<file path="src/rtl/ami_pkg.sv">
`default_nettype none

package ami_pkg;

    localparam int WORD_W  = 32;
    localparam int ADDR_W  = 5;
    localparam int N_ELEMS = 12;
    localparam int PC_W    = 7;

    // scratch memory map: matrix elements at 0..11, inverse at 16..27
    localparam logic [ADDR_W-1:0] A_R    = 5'd12;
    localparam logic [ADDR_W-1:0] A_DET  = 5'd13;
    localparam logic [ADDR_W-1:0] A_T1   = 5'd14;
    localparam logic [ADDR_W-1:0] A_T2   = 5'd15;
    localparam logic [ADDR_W-1:0] A_M    = 5'd16;
    localparam logic [ADDR_W-1:0] A_ONE  = 5'd31;

    // element addresses
    localparam logic [ADDR_W-1:0] S00 = 5'd0;
    localparam logic [ADDR_W-1:0] S01 = 5'd1;
    localparam logic [ADDR_W-1:0] S02 = 5'd2;
    localparam logic [ADDR_W-1:0] S03 = 5'd3;
    localparam logic [ADDR_W-1:0] S10 = 5'd4;
    localparam logic [ADDR_W-1:0] S11 = 5'd5;
    localparam logic [ADDR_W-1:0] S12 = 5'd6;
    localparam logic [ADDR_W-1:0] S13 = 5'd7;
    localparam logic [ADDR_W-1:0] S20 = 5'd8;
    localparam logic [ADDR_W-1:0] S21 = 5'd9;
    localparam logic [ADDR_W-1:0] S22 = 5'd10;
    localparam logic [ADDR_W-1:0] S23 = 5'd11;

    localparam logic [ADDR_W-1:0] M00 = 5'd16;
    localparam logic [ADDR_W-1:0] M01 = 5'd17;
    localparam logic [ADDR_W-1:0] M02 = 5'd18;
    localparam logic [ADDR_W-1:0] M03 = 5'd19;
    localparam logic [ADDR_W-1:0] M10 = 5'd20;
    localparam logic [ADDR_W-1:0] M11 = 5'd21;
    localparam logic [ADDR_W-1:0] M12 = 5'd22;
    localparam logic [ADDR_W-1:0] M13 = 5'd23;
    localparam logic [ADDR_W-1:0] M20 = 5'd24;
    localparam logic [ADDR_W-1:0] M21 = 5'd25;
    localparam logic [ADDR_W-1:0] M22 = 5'd26;
    localparam logic [ADDR_W-1:0] M23 = 5'd27;

    localparam logic [WORD_W-1:0] F_ONE    = 32'h3F80_0000;
    localparam logic [WORD_W-1:0] F_DEFNAN = 32'hFFC0_0000;
    localparam logic [WORD_W-1:0] F_QBIT   = 32'h0040_0000;

    localparam logic [PC_W-1:0] PC_DET  = 7'd16;
    localparam logic [PC_W-1:0] PC_LAST = 7'd68;

    typedef enum logic [1:0] {
        OP_ADD = 2'd0,
        OP_SUB = 2'd1,
        OP_MUL = 2'd2,
        OP_DIV = 2'd3
    } op_t;

    typedef struct packed {
        op_t               op;
        logic [ADDR_W-1:0] a;
        logic [ADDR_W-1:0] b;
        logic [ADDR_W-1:0] d;
        logic              neg;
    } uop_t;

    typedef struct packed {
        logic              start;
        op_t               op;
        logic [WORD_W-1:0] a;
        logic [WORD_W-1:0] b;
    } fpu_req_t;

    typedef struct packed {
        logic              done;
        logic [WORD_W-1:0] result;
    } fpu_rsp_t;

    function automatic uop_t mk(op_t op, logic [ADDR_W-1:0] a, logic [ADDR_W-1:0] b,
                                logic [ADDR_W-1:0] d, logic neg);
        uop_t u;
        u.op  = op;
        u.a   = a;
        u.b   = b;
        u.d   = d;
        u.neg = neg;
        return u;
    endfunction

    // microprogram: determinant, reciprocal, cofactors, translation column
    function automatic uop_t ucode(logic [PC_W-1:0] pc);
        uop_t u;
        unique case (pc)
            7'd0:  u = mk(OP_MUL, S00, S11, A_T1, 1'b0);
            7'd1:  u = mk(OP_MUL, A_T1, S22, A_DET, 1'b0);
            7'd2:  u = mk(OP_MUL, S01, S12, A_T1, 1'b0);
            7'd3:  u = mk(OP_MUL, A_T1, S20, A_T1, 1'b0);
            7'd4:  u = mk(OP_ADD, A_DET, A_T1, A_DET, 1'b0);
            7'd5:  u = mk(OP_MUL, S02, S10, A_T1, 1'b0);
            7'd6:  u = mk(OP_MUL, A_T1, S21, A_T1, 1'b0);
            7'd7:  u = mk(OP_ADD, A_DET, A_T1, A_DET, 1'b0);
            7'd8:  u = mk(OP_MUL, S20, S11, A_T1, 1'b0);
            7'd9:  u = mk(OP_MUL, A_T1, S02, A_T1, 1'b0);
            7'd10: u = mk(OP_SUB, A_DET, A_T1, A_DET, 1'b0);
            7'd11: u = mk(OP_MUL, S10, S01, A_T1, 1'b0);
            7'd12: u = mk(OP_MUL, A_T1, S22, A_T1, 1'b0);
            7'd13: u = mk(OP_SUB, A_DET, A_T1, A_DET, 1'b0);
            7'd14: u = mk(OP_MUL, S00, S21, A_T1, 1'b0);
            7'd15: u = mk(OP_MUL, A_T1, S12, A_T1, 1'b0);
            7'd16: u = mk(OP_SUB, A_DET, A_T1, A_DET, 1'b0);
            7'd17: u = mk(OP_DIV, A_ONE, A_DET, A_R, 1'b0);
            // m00
            7'd18: u = mk(OP_MUL, S11, S22, A_T1, 1'b0);
            7'd19: u = mk(OP_MUL, S21, S12, A_T2, 1'b0);
            7'd20: u = mk(OP_SUB, A_T1, A_T2, A_T1, 1'b0);
            7'd21: u = mk(OP_MUL, A_T1, A_R, M00, 1'b0);
            // m01
            7'd22: u = mk(OP_MUL, S01, S22, A_T1, 1'b0);
            7'd23: u = mk(OP_MUL, S21, S02, A_T2, 1'b0);
            7'd24: u = mk(OP_SUB, A_T1, A_T2, A_T1, 1'b0);
            7'd25: u = mk(OP_MUL, A_T1, A_R, M01, 1'b1);
            // m02
            7'd26: u = mk(OP_MUL, S01, S12, A_T1, 1'b0);
            7'd27: u = mk(OP_MUL, S11, S02, A_T2, 1'b0);
            7'd28: u = mk(OP_SUB, A_T1, A_T2, A_T1, 1'b0);
            7'd29: u = mk(OP_MUL, A_T1, A_R, M02, 1'b0);
            // m10
            7'd30: u = mk(OP_MUL, S10, S22, A_T1, 1'b0);
            7'd31: u = mk(OP_MUL, S20, S12, A_T2, 1'b0);
            7'd32: u = mk(OP_SUB, A_T1, A_T2, A_T1, 1'b0);
            7'd33: u = mk(OP_MUL, A_T1, A_R, M10, 1'b1);
            // m11
            7'd34: u = mk(OP_MUL, S00, S22, A_T1, 1'b0);
            7'd35: u = mk(OP_MUL, S20, S02, A_T2, 1'b0);
            7'd36: u = mk(OP_SUB, A_T1, A_T2, A_T1, 1'b0);
            7'd37: u = mk(OP_MUL, A_T1, A_R, M11, 1'b0);
            // m12
            7'd38: u = mk(OP_MUL, S00, S12, A_T1, 1'b0);
            7'd39: u = mk(OP_MUL, S10, S02, A_T2, 1'b0);
            7'd40: u = mk(OP_SUB, A_T1, A_T2, A_T1, 1'b0);
            7'd41: u = mk(OP_MUL, A_T1, A_R, M12, 1'b1);
            // m20
            7'd42: u = mk(OP_MUL, S10, S21, A_T1, 1'b0);
            7'd43: u = mk(OP_MUL, S20, S11, A_T2, 1'b0);
            7'd44: u = mk(OP_SUB, A_T1, A_T2, A_T1, 1'b0);
            7'd45: u = mk(OP_MUL, A_T1, A_R, M20, 1'b0);
            // m21
            7'd46: u = mk(OP_MUL, S00, S21, A_T1, 1'b0);
            7'd47: u = mk(OP_MUL, S20, S01, A_T2, 1'b0);
            7'd48: u = mk(OP_SUB, A_T1, A_T2, A_T1, 1'b0);
            7'd49: u = mk(OP_MUL, A_T1, A_R, M21, 1'b1);
            // m22
            7'd50: u = mk(OP_MUL, S00, S11, A_T1, 1'b0);
            7'd51: u = mk(OP_MUL, S10, S01, A_T2, 1'b0);
            7'd52: u = mk(OP_SUB, A_T1, A_T2, A_T1, 1'b0);
            7'd53: u = mk(OP_MUL, A_T1, A_R, M22, 1'b0);
            // translation row 0
            7'd54: u = mk(OP_MUL, M00, S03, A_T1, 1'b1);
            7'd55: u = mk(OP_MUL, M01, S13, A_T2, 1'b0);
            7'd56: u = mk(OP_SUB, A_T1, A_T2, A_T1, 1'b0);
            7'd57: u = mk(OP_MUL, M02, S23, A_T2, 1'b0);
            7'd58: u = mk(OP_SUB, A_T1, A_T2, M03, 1'b0);
            // translation row 1
            7'd59: u = mk(OP_MUL, M10, S03, A_T1, 1'b1);
            7'd60: u = mk(OP_MUL, M11, S13, A_T2, 1'b0);
            7'd61: u = mk(OP_SUB, A_T1, A_T2, A_T1, 1'b0);
            7'd62: u = mk(OP_MUL, M12, S23, A_T2, 1'b0);
            7'd63: u = mk(OP_SUB, A_T1, A_T2, M13, 1'b0);
            // translation row 2
            7'd64: u = mk(OP_MUL, M20, S03, A_T1, 1'b1);
            7'd65: u = mk(OP_MUL, M21, S13, A_T2, 1'b0);
            7'd66: u = mk(OP_SUB, A_T1, A_T2, A_T1, 1'b0);
            7'd67: u = mk(OP_MUL, M22, S23, A_T2, 1'b0);
            7'd68: u = mk(OP_SUB, A_T1, A_T2, M23, 1'b0);
            default: u = mk(OP_ADD, A_T1, A_T1, A_T1, 1'b0);
        endcase
        return u;
    endfunction

endpackage

`default_nettype wire

</file>
<file path="src/rtl/ami_stream_if.sv">
`default_nettype none

// element input channel
interface ami_in_if;
    logic                       valid;
    logic                       ready;
    logic [ami_pkg::WORD_W-1:0] element;

    modport source (output valid, output element, input ready);
    modport sink   (input valid, input element, output ready);
endinterface

// inverse result channel
interface ami_out_if;
    logic                       valid;
    logic                       ready;
    logic [ami_pkg::WORD_W-1:0] value;
    logic                       last_element;
    logic                       singular;

    modport source (output valid, output value, output last_element, output singular,
                    input ready);
    modport sink   (input valid, input value, input last_element, input singular,
                    output ready);
endinterface

`default_nettype wire

</file>
<file path="src/rtl/affine_matrix_inverse.sv">
`default_nettype none

// the twelve elements are loaded first, then the shared float work runs before the first result
// (69 operations in turn through one iterative float unit, the divide the longest of them;
// normalize shifts after cancellation or subnormals take longer); a singular matrix ends at the determinant
// one matrix at a time, input not ready meanwhile; each result is read in ST_ORD, then offered in ST_OVAL
// reset clears the sequencer, load count and float unit control; scratch memory is not reset
module affine_matrix_inverse (
    input  wire        clk,
    input  wire        rst_n,
    ami_in_if.sink     in_chan,
    ami_out_if.source  out_chan
);
    import ami_pkg::*;

    typedef enum logic [5:0] {
        ST_LOAD = 6'b000001,
        ST_READ = 6'b000010,
        ST_EXEC = 6'b000100,
        ST_WAIT = 6'b001000,
        ST_ORD  = 6'b010000,
        ST_OVAL = 6'b100000
    } state_t;

    state_t            state_reg, state_next;
    logic [3:0]        cnt_reg, cnt_next;
    logic [PC_W-1:0]   pc_reg, pc_next;
    logic [3:0]        oidx_reg, oidx_next;
    logic              sing_reg, sing_next;
    logic [WORD_W-1:0] rda_reg, rdb_reg;
    logic [WORD_W-1:0] mem [0:(1 << ADDR_W) - 1];

    uop_t              uop;
    logic              we, rd_en;
    logic [ADDR_W-1:0] wa, ra, rb;
    logic [WORD_W-1:0] wd;
    fpu_req_t          freq;
    fpu_rsp_t          frsp;
    logic              in_fire, out_fire;

    assign uop      = ucode(pc_reg);
    assign in_fire  = in_chan.valid && in_chan.ready;
    assign out_fire = out_chan.valid && out_chan.ready;

    ami_fpu u_fpu (
        .clk   (clk),
        .rst_n (rst_n),
        .req   (freq),
        .rsp   (frsp)
    );

    // operand fetch and float unit request
    always_comb
    begin
        ra         = (state_reg == ST_ORD) ? (A_M + {1'b0, oidx_reg}) : uop.a;
        rb         = uop.b;
        rd_en      = (state_reg == ST_READ) || (state_reg == ST_ORD);
        freq.start = (state_reg == ST_EXEC);
        freq.op    = uop.op;
        freq.a     = (uop.a == A_ONE) ? F_ONE : (rda_reg ^ {uop.neg, {(WORD_W-1){1'b0}}});
        freq.b     = rdb_reg;
    end

    // sequencer
    always_comb
    begin
        state_next = state_reg;
        cnt_next   = cnt_reg;
        pc_next    = pc_reg;
        oidx_next  = oidx_reg;
        sing_next  = sing_reg;
        we         = 1'b0;
        wa         = {1'b0, cnt_reg};
        wd         = in_chan.element;

        unique case (state_reg)
            ST_LOAD:
            begin
                if (in_fire)
                begin
                    we = 1'b1;
                    if (cnt_reg == 4'(N_ELEMS - 1))
                    begin
                        cnt_next   = 4'd0;
                        pc_next    = {PC_W{1'b0}};
                        state_next = ST_READ;
                    end
                    else
                        cnt_next = cnt_reg + 4'd1;
                end
            end
            ST_READ:
                state_next = ST_EXEC;
            ST_EXEC:
                state_next = ST_WAIT;
            ST_WAIT:
            begin
                if (frsp.done)
                begin
                    we = 1'b1;
                    wa = uop.d;
                    wd = frsp.result;
                    priority if ((pc_reg == PC_DET) && (frsp.result[WORD_W-2:0] == '0))
                    begin
                        sing_next  = 1'b1;
                        state_next = ST_OVAL;
                    end
                    else if (pc_reg == PC_LAST)
                    begin
                        oidx_next  = 4'd0;
                        state_next = ST_ORD;
                    end
                    else
                    begin
                        pc_next    = pc_reg + 7'd1;
                        state_next = ST_READ;
                    end
                end
            end
            ST_ORD:
                state_next = ST_OVAL;
            ST_OVAL:
            begin
                if (out_fire)
                begin
                    if (sing_reg || (oidx_reg == 4'(N_ELEMS - 1)))
                    begin
                        sing_next  = 1'b0;
                        state_next = ST_LOAD;
                    end
                    else
                    begin
                        oidx_next  = oidx_reg + 4'd1;
                        state_next = ST_ORD;
                    end
                end
            end
            default:
                state_next = ST_LOAD;
        endcase
    end

    always_ff @(posedge clk or negedge rst_n)
    begin
        if (!rst_n)
        begin
            state_reg <= ST_LOAD;
            cnt_reg   <= 4'd0;
            pc_reg    <= {PC_W{1'b0}};
            oidx_reg  <= 4'd0;
            sing_reg  <= 1'b0;
        end
        else
        begin
            state_reg <= state_next;
            cnt_reg   <= cnt_next;
            pc_reg    <= pc_next;
            oidx_reg  <= oidx_next;
            sing_reg  <= sing_next;
        end
    end

    // scratch memory: one write port, two registered read ports
    always_ff @(posedge clk)
    begin
        if (we)
            mem[wa] <= wd;
        if (rd_en)
        begin
            rda_reg <= mem[ra];
            rdb_reg <= mem[rb];
        end
    end

    // channel ports
    assign in_chan.ready         = (state_reg == ST_LOAD);
    assign out_chan.valid        = (state_reg == ST_OVAL);
    assign out_chan.value        = sing_reg ? {WORD_W{1'b0}} : rda_reg;
    assign out_chan.last_element = sing_reg || (oidx_reg == 4'(N_ELEMS - 1));
    assign out_chan.singular     = sing_reg;

`ifndef NO_ASSERTIONS
    a_no_overlap: assert property (@(posedge clk) disable iff (!rst_n)
        !(in_chan.ready && out_chan.valid))
        else $error("input and output both active");

    a_sing_last: assert property (@(posedge clk) disable iff (!rst_n)
        (out_chan.valid && out_chan.singular) |-> out_chan.last_element)
        else $error("singular transaction not marked last");

    a_done_wait: assert property (@(posedge clk) disable iff (!rst_n)
        frsp.done |-> (state_reg == ST_WAIT))
        else $error("float result outside wait state");

    a_start_idle: assert property (@(posedge clk) disable iff (!rst_n)
        freq.start |-> !frsp.done)
        else $error("float unit busy at start");

    a_cnt_range: assert property (@(posedge clk) disable iff (!rst_n)
        cnt_reg < 4'(N_ELEMS))
        else $error("load count out of range");
`endif

endmodule

`default_nettype wire

</file>
<file path="src/rtl/ami_fpu.sv">
`default_nettype none

module ami_fpu (
    input  wire                clk,
    input  wire                rst_n,
    input  ami_pkg::fpu_req_t  req,
    output ami_pkg::fpu_rsp_t  rsp
);
    import ami_pkg::*;

    typedef enum logic [7:0] {
        S_IDLE   = 8'b0000_0001,
        S_MUL    = 8'b0000_0010,
        S_ALIGN  = 8'b0000_0100,
        S_PRE    = 8'b0000_1000,
        S_DIV    = 8'b0001_0000,
        S_NORM   = 8'b0010_0000,
        S_DENORM = 8'b0100_0000,
        S_ROUND  = 8'b1000_0000
    } fstate_t;

    fstate_t            state_reg, state_next;
    logic               done_reg, done_next;
    logic [WORD_W-1:0]  res_reg, res_next;
    logic               sign_reg, sign_next;
    logic               esub_reg, esub_next;
    logic signed [11:0] ea_reg, ea_next;
    logic signed [11:0] eb_reg, eb_next;
    logic signed [11:0] ex_reg, ex_next;
    logic [23:0]        ma_reg, ma_next;
    logic [23:0]        mb_reg, mb_next;
    logic [51:0]        n_reg, n_next;
    logic               st_reg, st_next;
    logic [25:0]        rem_reg, rem_next;
    logic [26:0]        q_reg, q_next;
    logic [4:0]         cnt_reg, cnt_next;

    // operand decode
    logic [WORD_W-1:0]  opa, opb, opb_eff;
    logic               a_nan, b_nan, a_inf, b_inf, a_zero, b_zero;
    logic               sx, swap;
    logic [23:0]        a_man, b_man;
    logic signed [11:0] a_exp, b_exp;

    // datapath temporaries
    logic [47:0]        prod;
    logic signed [11:0] dexp;
    logic [51:0]        afull, bfull, bsh, lost, nsum;
    logic               stb;
    logic               ge;
    logic [25:0]        rem_sel;
    logic [25:0]        rem_nx;
    logic [26:0]        q_nx;
    logic signed [11:0] sh;
    logic [51:0]        dmask;
    logic               up;
    logic [24:0]        mant25;
    logic [23:0]        m24;
    logic signed [11:0] exf;

    always_comb
    begin
        opa     = req.a;
        opb     = req.b;
        opb_eff = (req.op == OP_SUB) ? {~req.b[31], req.b[30:0]} : req.b;
        a_nan   = (opa[30:23] == 8'hFF) && (opa[22:0] != 23'd0);
        b_nan   = (opb[30:23] == 8'hFF) && (opb[22:0] != 23'd0);
        a_inf   = (opa[30:23] == 8'hFF) && (opa[22:0] == 23'd0);
        b_inf   = (opb[30:23] == 8'hFF) && (opb[22:0] == 23'd0);
        a_zero  = (opa[30:0] == 31'd0);
        b_zero  = (opb[30:0] == 31'd0);
        sx      = opa[31] ^ opb[31];
        swap    = (opa[30:0] < opb[30:0]);
        a_man   = {opa[30:23] != 8'h00, opa[22:0]};
        b_man   = {opb[30:23] != 8'h00, opb[22:0]};
        a_exp   = (opa[30:23] == 8'h00) ? 12'sd1 : $signed({4'b0, opa[30:23]});
        b_exp   = (opb[30:23] == 8'h00) ? 12'sd1 : $signed({4'b0, opb[30:23]});
    end

    // datapath shared by the states
    always_comb
    begin
        prod  = ma_reg * mb_reg;
        dexp  = ea_reg - eb_reg;
        afull = {1'b0, ma_reg, 27'd0};
        bfull = {1'b0, mb_reg, 27'd0};
        if (dexp > 12'sd51)
        begin
            bsh  = 52'd0;
            lost = 52'd0;
            stb  = |mb_reg;
        end
        else
        begin
            bsh  = bfull >> dexp[5:0];
            lost = bfull & ~({52{1'b1}} << dexp[5:0]);
            stb  = |lost;
        end
        nsum = esub_reg ? (afull - bsh - {51'd0, stb}) : (afull + bsh);

        ge      = (rem_reg >= {2'b00, mb_reg});
        rem_sel = ge ? (rem_reg - {2'b00, mb_reg}) : rem_reg;
        rem_nx  = {rem_sel[24:0], 1'b0};
        q_nx    = {q_reg[25:0], ge};

        sh    = 12'sd1 - ex_reg;
        dmask = ~({52{1'b1}} << sh[5:0]);

        up     = n_reg[27] & ((|n_reg[26:0]) | st_reg | n_reg[28]);
        mant25 = {1'b0, n_reg[51:28]} + {24'd0, up};
        m24    = mant25[24] ? mant25[24:1] : mant25[23:0];
        exf    = mant25[24] ? (ex_reg + 12'sd1) : ex_reg;
    end

    // operation sequencer
    always_comb
    begin
        state_next = state_reg;
        done_next  = 1'b0;
        res_next   = res_reg;
        sign_next  = sign_reg;
        esub_next  = esub_reg;
        ea_next    = ea_reg;
        eb_next    = eb_reg;
        ex_next    = ex_reg;
        ma_next    = ma_reg;
        mb_next    = mb_reg;
        n_next     = n_reg;
        st_next    = st_reg;
        rem_next   = rem_reg;
        q_next     = q_reg;
        cnt_next   = cnt_reg;

        unique case (state_reg)
            S_IDLE:
            begin
                if (req.start)
                begin
                    ma_next = a_man;
                    mb_next = b_man;
                    ea_next = a_exp;
                    eb_next = b_exp;
                    if (a_nan)
                    begin
                        res_next  = opa | F_QBIT;
                        done_next = 1'b1;
                    end
                    else if (b_nan)
                    begin
                        res_next  = opb | F_QBIT;
                        done_next = 1'b1;
                    end
                    else
                    begin
                        unique case (req.op)
                            OP_MUL:
                            begin
                                done_next = 1'b1;
                                sign_next = sx;
                                priority if ((a_inf && b_zero) || (a_zero && b_inf))
                                    res_next = F_DEFNAN;
                                else if (a_inf || b_inf)
                                    res_next = {sx, 8'hFF, 23'd0};
                                else if (a_zero || b_zero)
                                    res_next = {sx, 31'd0};
                                else
                                begin
                                    done_next  = 1'b0;
                                    state_next = S_MUL;
                                end
                            end
                            OP_DIV:
                            begin
                                done_next = 1'b1;
                                sign_next = sx;
                                priority if ((a_inf && b_inf) || (a_zero && b_zero))
                                    res_next = F_DEFNAN;
                                else if (a_inf || b_zero)
                                    res_next = {sx, 8'hFF, 23'd0};
                                else if (a_zero || b_inf)
                                    res_next = {sx, 31'd0};
                                else
                                begin
                                    done_next  = 1'b0;
                                    state_next = S_PRE;
                                end
                            end
                            default:
                            begin
                                done_next = 1'b1;
                                esub_next = opa[31] ^ opb_eff[31];
                                priority if (a_inf && b_inf && (opa[31] != opb_eff[31]))
                                    res_next = F_DEFNAN;
                                else if (a_inf)
                                    res_next = opa;
                                else if (b_inf)
                                    res_next = opb_eff;
                                else if (a_zero && b_zero)
                                    res_next = {opa[31] & opb_eff[31], 31'd0};
                                else if (a_zero)
                                    res_next = opb_eff;
                                else if (b_zero)
                                    res_next = opa;
                                else
                                begin
                                    done_next  = 1'b0;
                                    state_next = S_ALIGN;
                                    // larger magnitude goes to the a side
                                    if (swap)
                                    begin
                                        sign_next = opb_eff[31];
                                        ma_next   = b_man;
                                        mb_next   = a_man;
                                        ea_next   = b_exp;
                                        eb_next   = a_exp;
                                    end
                                    else
                                        sign_next = opa[31];
                                end
                            end
                        endcase
                    end
                end
            end
            S_MUL:
            begin
                n_next     = {prod, 4'd0};
                st_next    = 1'b0;
                ex_next    = ea_reg + eb_reg - 12'sd126;
                state_next = S_NORM;
            end
            S_ALIGN:
            begin
                n_next  = nsum;
                st_next = stb;
                ex_next = ea_reg + 12'sd1;
                if ((nsum == 52'd0) && !stb)
                begin
                    res_next   = {WORD_W{1'b0}};
                    done_next  = 1'b1;
                    state_next = S_IDLE;
                end
                else
                    state_next = S_NORM;
            end
            S_PRE:
            begin
                // bring both mantissas to a leading one
                priority if (!ma_reg[23])
                begin
                    ma_next = {ma_reg[22:0], 1'b0};
                    ea_next = ea_reg - 12'sd1;
                end
                else if (!mb_reg[23])
                begin
                    mb_next = {mb_reg[22:0], 1'b0};
                    eb_next = eb_reg - 12'sd1;
                end
                else
                begin
                    rem_next   = {2'b00, ma_reg};
                    q_next     = 27'd0;
                    cnt_next   = 5'd0;
                    state_next = S_DIV;
                end
            end
            S_DIV:
            begin
                // one restoring quotient bit per cycle
                rem_next = rem_nx;
                q_next   = q_nx;
                cnt_next = cnt_reg + 5'd1;
                if (cnt_reg == 5'd26)
                begin
                    n_next     = {q_nx, 25'd0};
                    st_next    = |rem_nx;
                    ex_next    = ea_reg - eb_reg + 12'sd127;
                    state_next = S_NORM;
                end
            end
            S_NORM:
            begin
                if (!n_reg[51])
                begin
                    n_next  = {n_reg[50:0], 1'b0};
                    ex_next = ex_reg - 12'sd1;
                end
                else
                    state_next = S_DENORM;
            end
            S_DENORM:
            begin
                if (ex_reg < 12'sd1)
                begin
                    ex_next = 12'sd1;
                    if (sh > 12'sd51)
                    begin
                        n_next  = 52'd0;
                        st_next = st_reg | (|n_reg);
                    end
                    else
                    begin
                        n_next  = n_reg >> sh[5:0];
                        st_next = st_reg | (|(n_reg & dmask));
                    end
                end
                state_next = S_ROUND;
            end
            S_ROUND:
            begin
                if (exf > 12'sd254)
                    res_next = {sign_reg, 8'hFF, 23'd0};
                else
                    res_next = {sign_reg, (m24[23] ? exf[7:0] : 8'h00), m24[22:0]};
                done_next  = 1'b1;
                state_next = S_IDLE;
            end
            default:
                state_next = S_IDLE;
        endcase
    end

    always_ff @(posedge clk or negedge rst_n)
    begin
        if (!rst_n)
        begin
            state_reg <= S_IDLE;
            done_reg  <= 1'b0;
        end
        else
        begin
            state_reg <= state_next;
            done_reg  <= done_next;
        end
    end

    always_ff @(posedge clk)
    begin
        res_reg  <= res_next;
        sign_reg <= sign_next;
        esub_reg <= esub_next;
        ea_reg   <= ea_next;
        eb_reg   <= eb_next;
        ex_reg   <= ex_next;
        ma_reg   <= ma_next;
        mb_reg   <= mb_next;
        n_reg    <= n_next;
        st_reg   <= st_next;
        rem_reg  <= rem_next;
        q_reg    <= q_next;
        cnt_reg  <= cnt_next;
    end

    assign rsp.done   = done_reg;
    assign rsp.result = res_reg;

endmodule

`default_nettype wire

</file>
<file path="src/flat_wrapper.sv">
// flat-port wrapper written by rule: the top's interface ports become plain ports
module affine_matrix_inverse_flat import ami_pkg::*;
  (clk, rst_n, in_chan_valid, in_chan_element, in_chan_ready, out_chan_valid, out_chan_value, out_chan_last_element, out_chan_singular, out_chan_ready);
  ami_in_if in_chan_i ();
  ami_out_if out_chan_i ();
  input  wire clk;
  input  wire rst_n;
  input wire logic [$bits(in_chan_i.valid)-1:0] in_chan_valid;
  input wire logic [$bits(in_chan_i.element)-1:0] in_chan_element;
  output wire logic [$bits(in_chan_i.ready)-1:0] in_chan_ready;
  output wire logic [$bits(out_chan_i.valid)-1:0] out_chan_valid;
  output wire logic [$bits(out_chan_i.value)-1:0] out_chan_value;
  output wire logic [$bits(out_chan_i.last_element)-1:0] out_chan_last_element;
  output wire logic [$bits(out_chan_i.singular)-1:0] out_chan_singular;
  input wire logic [$bits(out_chan_i.ready)-1:0] out_chan_ready;
  assign in_chan_i.valid = in_chan_valid;
  assign in_chan_i.element = in_chan_element;
  assign in_chan_ready = in_chan_i.ready;
  assign out_chan_valid = out_chan_i.valid;
  assign out_chan_value = out_chan_i.value;
  assign out_chan_last_element = out_chan_i.last_element;
  assign out_chan_singular = out_chan_i.singular;
  assign out_chan_i.ready = out_chan_ready;
  affine_matrix_inverse u_core (.clk(clk), .rst_n(rst_n), .in_chan(in_chan_i), .out_chan(out_chan_i));
endmodule
</file>
<file path="config.mk">
export PLATFORM = sky130hd
export DESIGN_NAME = affine_matrix_inverse_flat
export DESIGN_NICKNAME = d
export VERILOG_FILES = /design/src/rtl/ami_pkg.sv /design/src/rtl/ami_stream_if.sv /design/src/rtl/affine_matrix_inverse.sv /design/src/rtl/ami_fpu.sv /design/src/flat_wrapper.sv
export SDC_FILE = /design/constraint.sdc
export NUM_CORES = 2
export LEC_CHECK = 0
export ABC_AREA = 1
export ABC_CLOCK_PERIOD_IN_PS = 9400
export BUFFER_PORTS_ARGS = -buffer_cell sky130_fd_sc_hd__buf_2
export CAP_MARGIN = 20
export CORE_UTILIZATION = 34
export CTS_BUF_LIST = sky130_fd_sc_hd__clkbuf_4
export DETAILED_ROUTE_END_ITERATION = 10
export PLACE_DENSITY = 0.52
export SYNTH_ARGS = -nofsm -noshare
export SYNTH_HDL_FRONTEND = slang
export SYNTH_SLANG_ARGS = --single-unit
</file>
<file path="constraint.sdc">
create_clock -name clk -period 9.4 [get_ports clk]
set_input_delay 0.47 -clock clk [delete_from_list [all_inputs] [get_ports clk]]
set_output_delay 0.47 -clock clk [all_outputs]
set_load 0.02 [all_outputs]
</file>
==> run metrics <==
Area Overhead vs Synth=10.67%; met1 global-route usage=34.95%; Die Ht=540.6 um; Seq cells post-synth=1347; Worst setup SP type=flop; average routed wire per standard cell=26.76 um; Core Box Area=288400 sq um; post-layout util=37.86%; RR Startpoint=u_core.u_fpu.mb_reg[4]; initial drt markers=9356; Post-CTS Setup Bufs=0; gr usage total=28.35%; FP Rows=197; Fillers=29580; crit path time final=8.280 ns; M2 GR Usage=47.75%; drt first pass iters=8; status=finished clean; ys async rst share=2.301%; worst-skew pair later-pin latency=1.38 ns; Post-synth EDFFs=1316; Port Buffer Count=71; die area=292300 sq um; CP dominant cell by count=fa_1; share of cells above drive strength 1=9.639%; final setup violation count=0; synth warn=0; worst hold path cell count=3; vias in the first global route=88030; number of antenna violations at the first check in global routing=15; Worst Tran Pin Value=1.233 ns; post-route clock period utilization=88.09%; CP max stage cell=edfxtp_1; leading area contributor after synthesis=edfxtp_1; Hold Path Sink=u_core.mem[11][15]; main flop type after synthesis=edfxtp_1; Arrival @ worst endpoint=9.31 ns; Via Count=89330; Setup TNS Final=0 ns; reg2reg end=u_core.u_fpu.n_reg[49]; Crit Path Category=reg2reg; GR peak layer=met2; final antenna-violating net count=0; maximum clock rate=120.8 MHz; Max-slew headroom=17.38%; Top Ports=72; grt met3 use=4.226%; Mapped Cells=11620; cell area after synthesis=98650 sq um; RSZ-0062 raised after global routing=false; wirelength, routed=423.7 mm; CTS H-tree depth=5; Netlist cell types=76; hpwl dp=304.4 mm; Final nets=12670; Hold Path Class=in2reg; Vias/cell=5.641; Syn Area/Cell=8.489 sq um; RD Place Congestion=0.9902; Die Width=540.6 um; Seq/Total Area, Yosys=40.85%; worst reg-to-reg setup slack=1.12 ns; clk sinks=1347; CTS tree=yes; CTS Root Cell=clkbuf_4; crit-path max FO=14; top cell type's share of synthesized area=40.06%; R2R depth=30; max FFs per register=1024; Required @ worst endpoint=10.43 ns; pin count of the biggest net entering global routing=159; Clk pin slew, worst setup/hold paths=0.07 ns; # DRC=0; wire length of the first global-routing pass=610.4 mm; crit path capture type=flop; GRT overflow=0; clk buf depth=4; max-cap violation count=0; Starting Density=34.21%; CP max stage delay=0.74 ns; Final Hold Viols=0; Clock Skew=0.1640 ns; synth top area cells=edfxtp_1, fa_1, nand2_1; CTS Buf Count=386; Max Slew Vio Count=0; Hold Path Origin=in_chan_element[15]
==> synthesized netlist by cell type (33+ instances only) <==
master / instances
edfxtp_1: 1316
o21ai_1: 44
a31oi_1: 96
inv_1: 1537
ha_1: 380
nor2_1: 1264
mux2i_1: 47
fa_1: 486
o211ai_1: 139
nand3_1: 513
xor2_1: 82
inv_2: 33
o221ai_1: 246
buf_1: 76
buf_2: 39
nor3_1: 106
nor4_1: 36
nand4_1: 95
a21oi_1: 604
o22ai_1: 123
o21ai_0: 1207
nand2_1: 2089
clkbuf_1: 564
o31ai_1: 37
o2111ai_1: 37
==> metal layers <==
layer / vias up / part of all wire, % / wire length (um)
li1: 40050 / - / -
met1: 44270 / 39 / 167300
met2: 4160 / 48 / 202400
met3: 841 / 7.0 / 29540
met4: 10 / 5.8 / 24470
met5: - / 0.017 / 72
==> stage by stage <==
step	cell area [sq um]	hold WS, ns	std cells	setup slack (ns)
after floorplan	98880	0.1744	11680	1.714
after global placement	104000	0.5099	15120	1.051
after detailed placement	104000	0.5180	15120	1.174
after CTS	109100	0.07857	15810	1.173
after global routing	109200	0.1730	15830	0.6737
final	109200	0.2487	15840	1.120
==> worst max-delay path, delay by kind of cell (launching register included) <==
kind            cells  cell delay [ns]
buf+inv             6             0.69
fa+ha+maj           8             3.91
flops               1             0.74
xor+xnor            1             0.07
compound gates      7             1.70
simple gates        8             0.88
==> layout by cell type, fill, tap and decap left out, drive strengths merged, types with 142 or more instances in the layout <==
master / instances
buf: 365
edfxtp: 1316
fa: 486
o221ai: 246
o211ai: 142
clkbuf: 562
inv: 1573
nor2: 1290
nand3: 516
ha: 380
nand2: 2106
o21ai: 1254
a21oi: 605
==> area by class of cell <==
| type | instances | area (sq um) | area share (%) |
|---|---|---|---|
| antenna | 20 | 50.05 | 0.04584 |
| clock buffer | 562 | 4219 | 3.865 |
| clock inverter | 93 | 480.5 | 0.4401 |
| inverter | 1583 | 5961 | 5.460 |
| multi-input combinational | 8049 | 50300 | 46.08 |
| sequential | 1347 | 40300 | 36.91 |
| tap | 3781 | 4731 | 4.333 |
| timing repair buffer | 401 | 3133 | 2.870 |
==> how the worst max path moves through the flow <==
stage | start | end | cells past startpoint
6_report | u_core.u_fpu.mb_reg[4] | u_core.u_fpu.n_reg[49] | 30
5_1_grt | u_core.u_fpu.mb_reg[4] | u_core.u_fpu.n_reg[49] | 30
4_1_cts | u_core.u_fpu.ma_reg[14] | u_core.u_fpu.n_reg[49] | 29
3_5_place_dp | u_core.u_fpu.ma_reg[14] | u_core.u_fpu.n_reg[49] | 29
3_3_place_gp | u_core.u_fpu.ma_reg[14] | u_core.u_fpu.n_reg[49] | 29
2_1_floorplan | u_core.u_fpu.ex_reg[1] | u_core.u_fpu.ex_reg[0] | 14
==> cell families (layout without fill, tap and decap cells) <==
logic type	Yosys count	in the layout	share of synthesized area, %
adder cells (fa/ha/maj)	866	866	14.68
flip-flops	1347	1347	40.85
multiplexers	47	47	0.4769
AO/OA/AOI/OAI	2755	2755	16.59
AND/OR/NAND/NOR	4210	4210	17.51
XOR/XNOR	107	107	0.9652
other	1	84	0.003801
buffers and inverters	2288	2639	8.915
==> what timing repair did <==
| action | 4_1_cts | 5_1_grt |
|---|---|---|
| endpoints found under the hold margin | 957 | 32 |
| hold buffers | 36 | 1 |
| endpoints found under the setup margin | 0 | 0 |
| gates resized for setup | 0 | 0 |
Power is not shown: default switching activity piles up to over one toggle a cycle in this logic, so the estimate is an artifact.
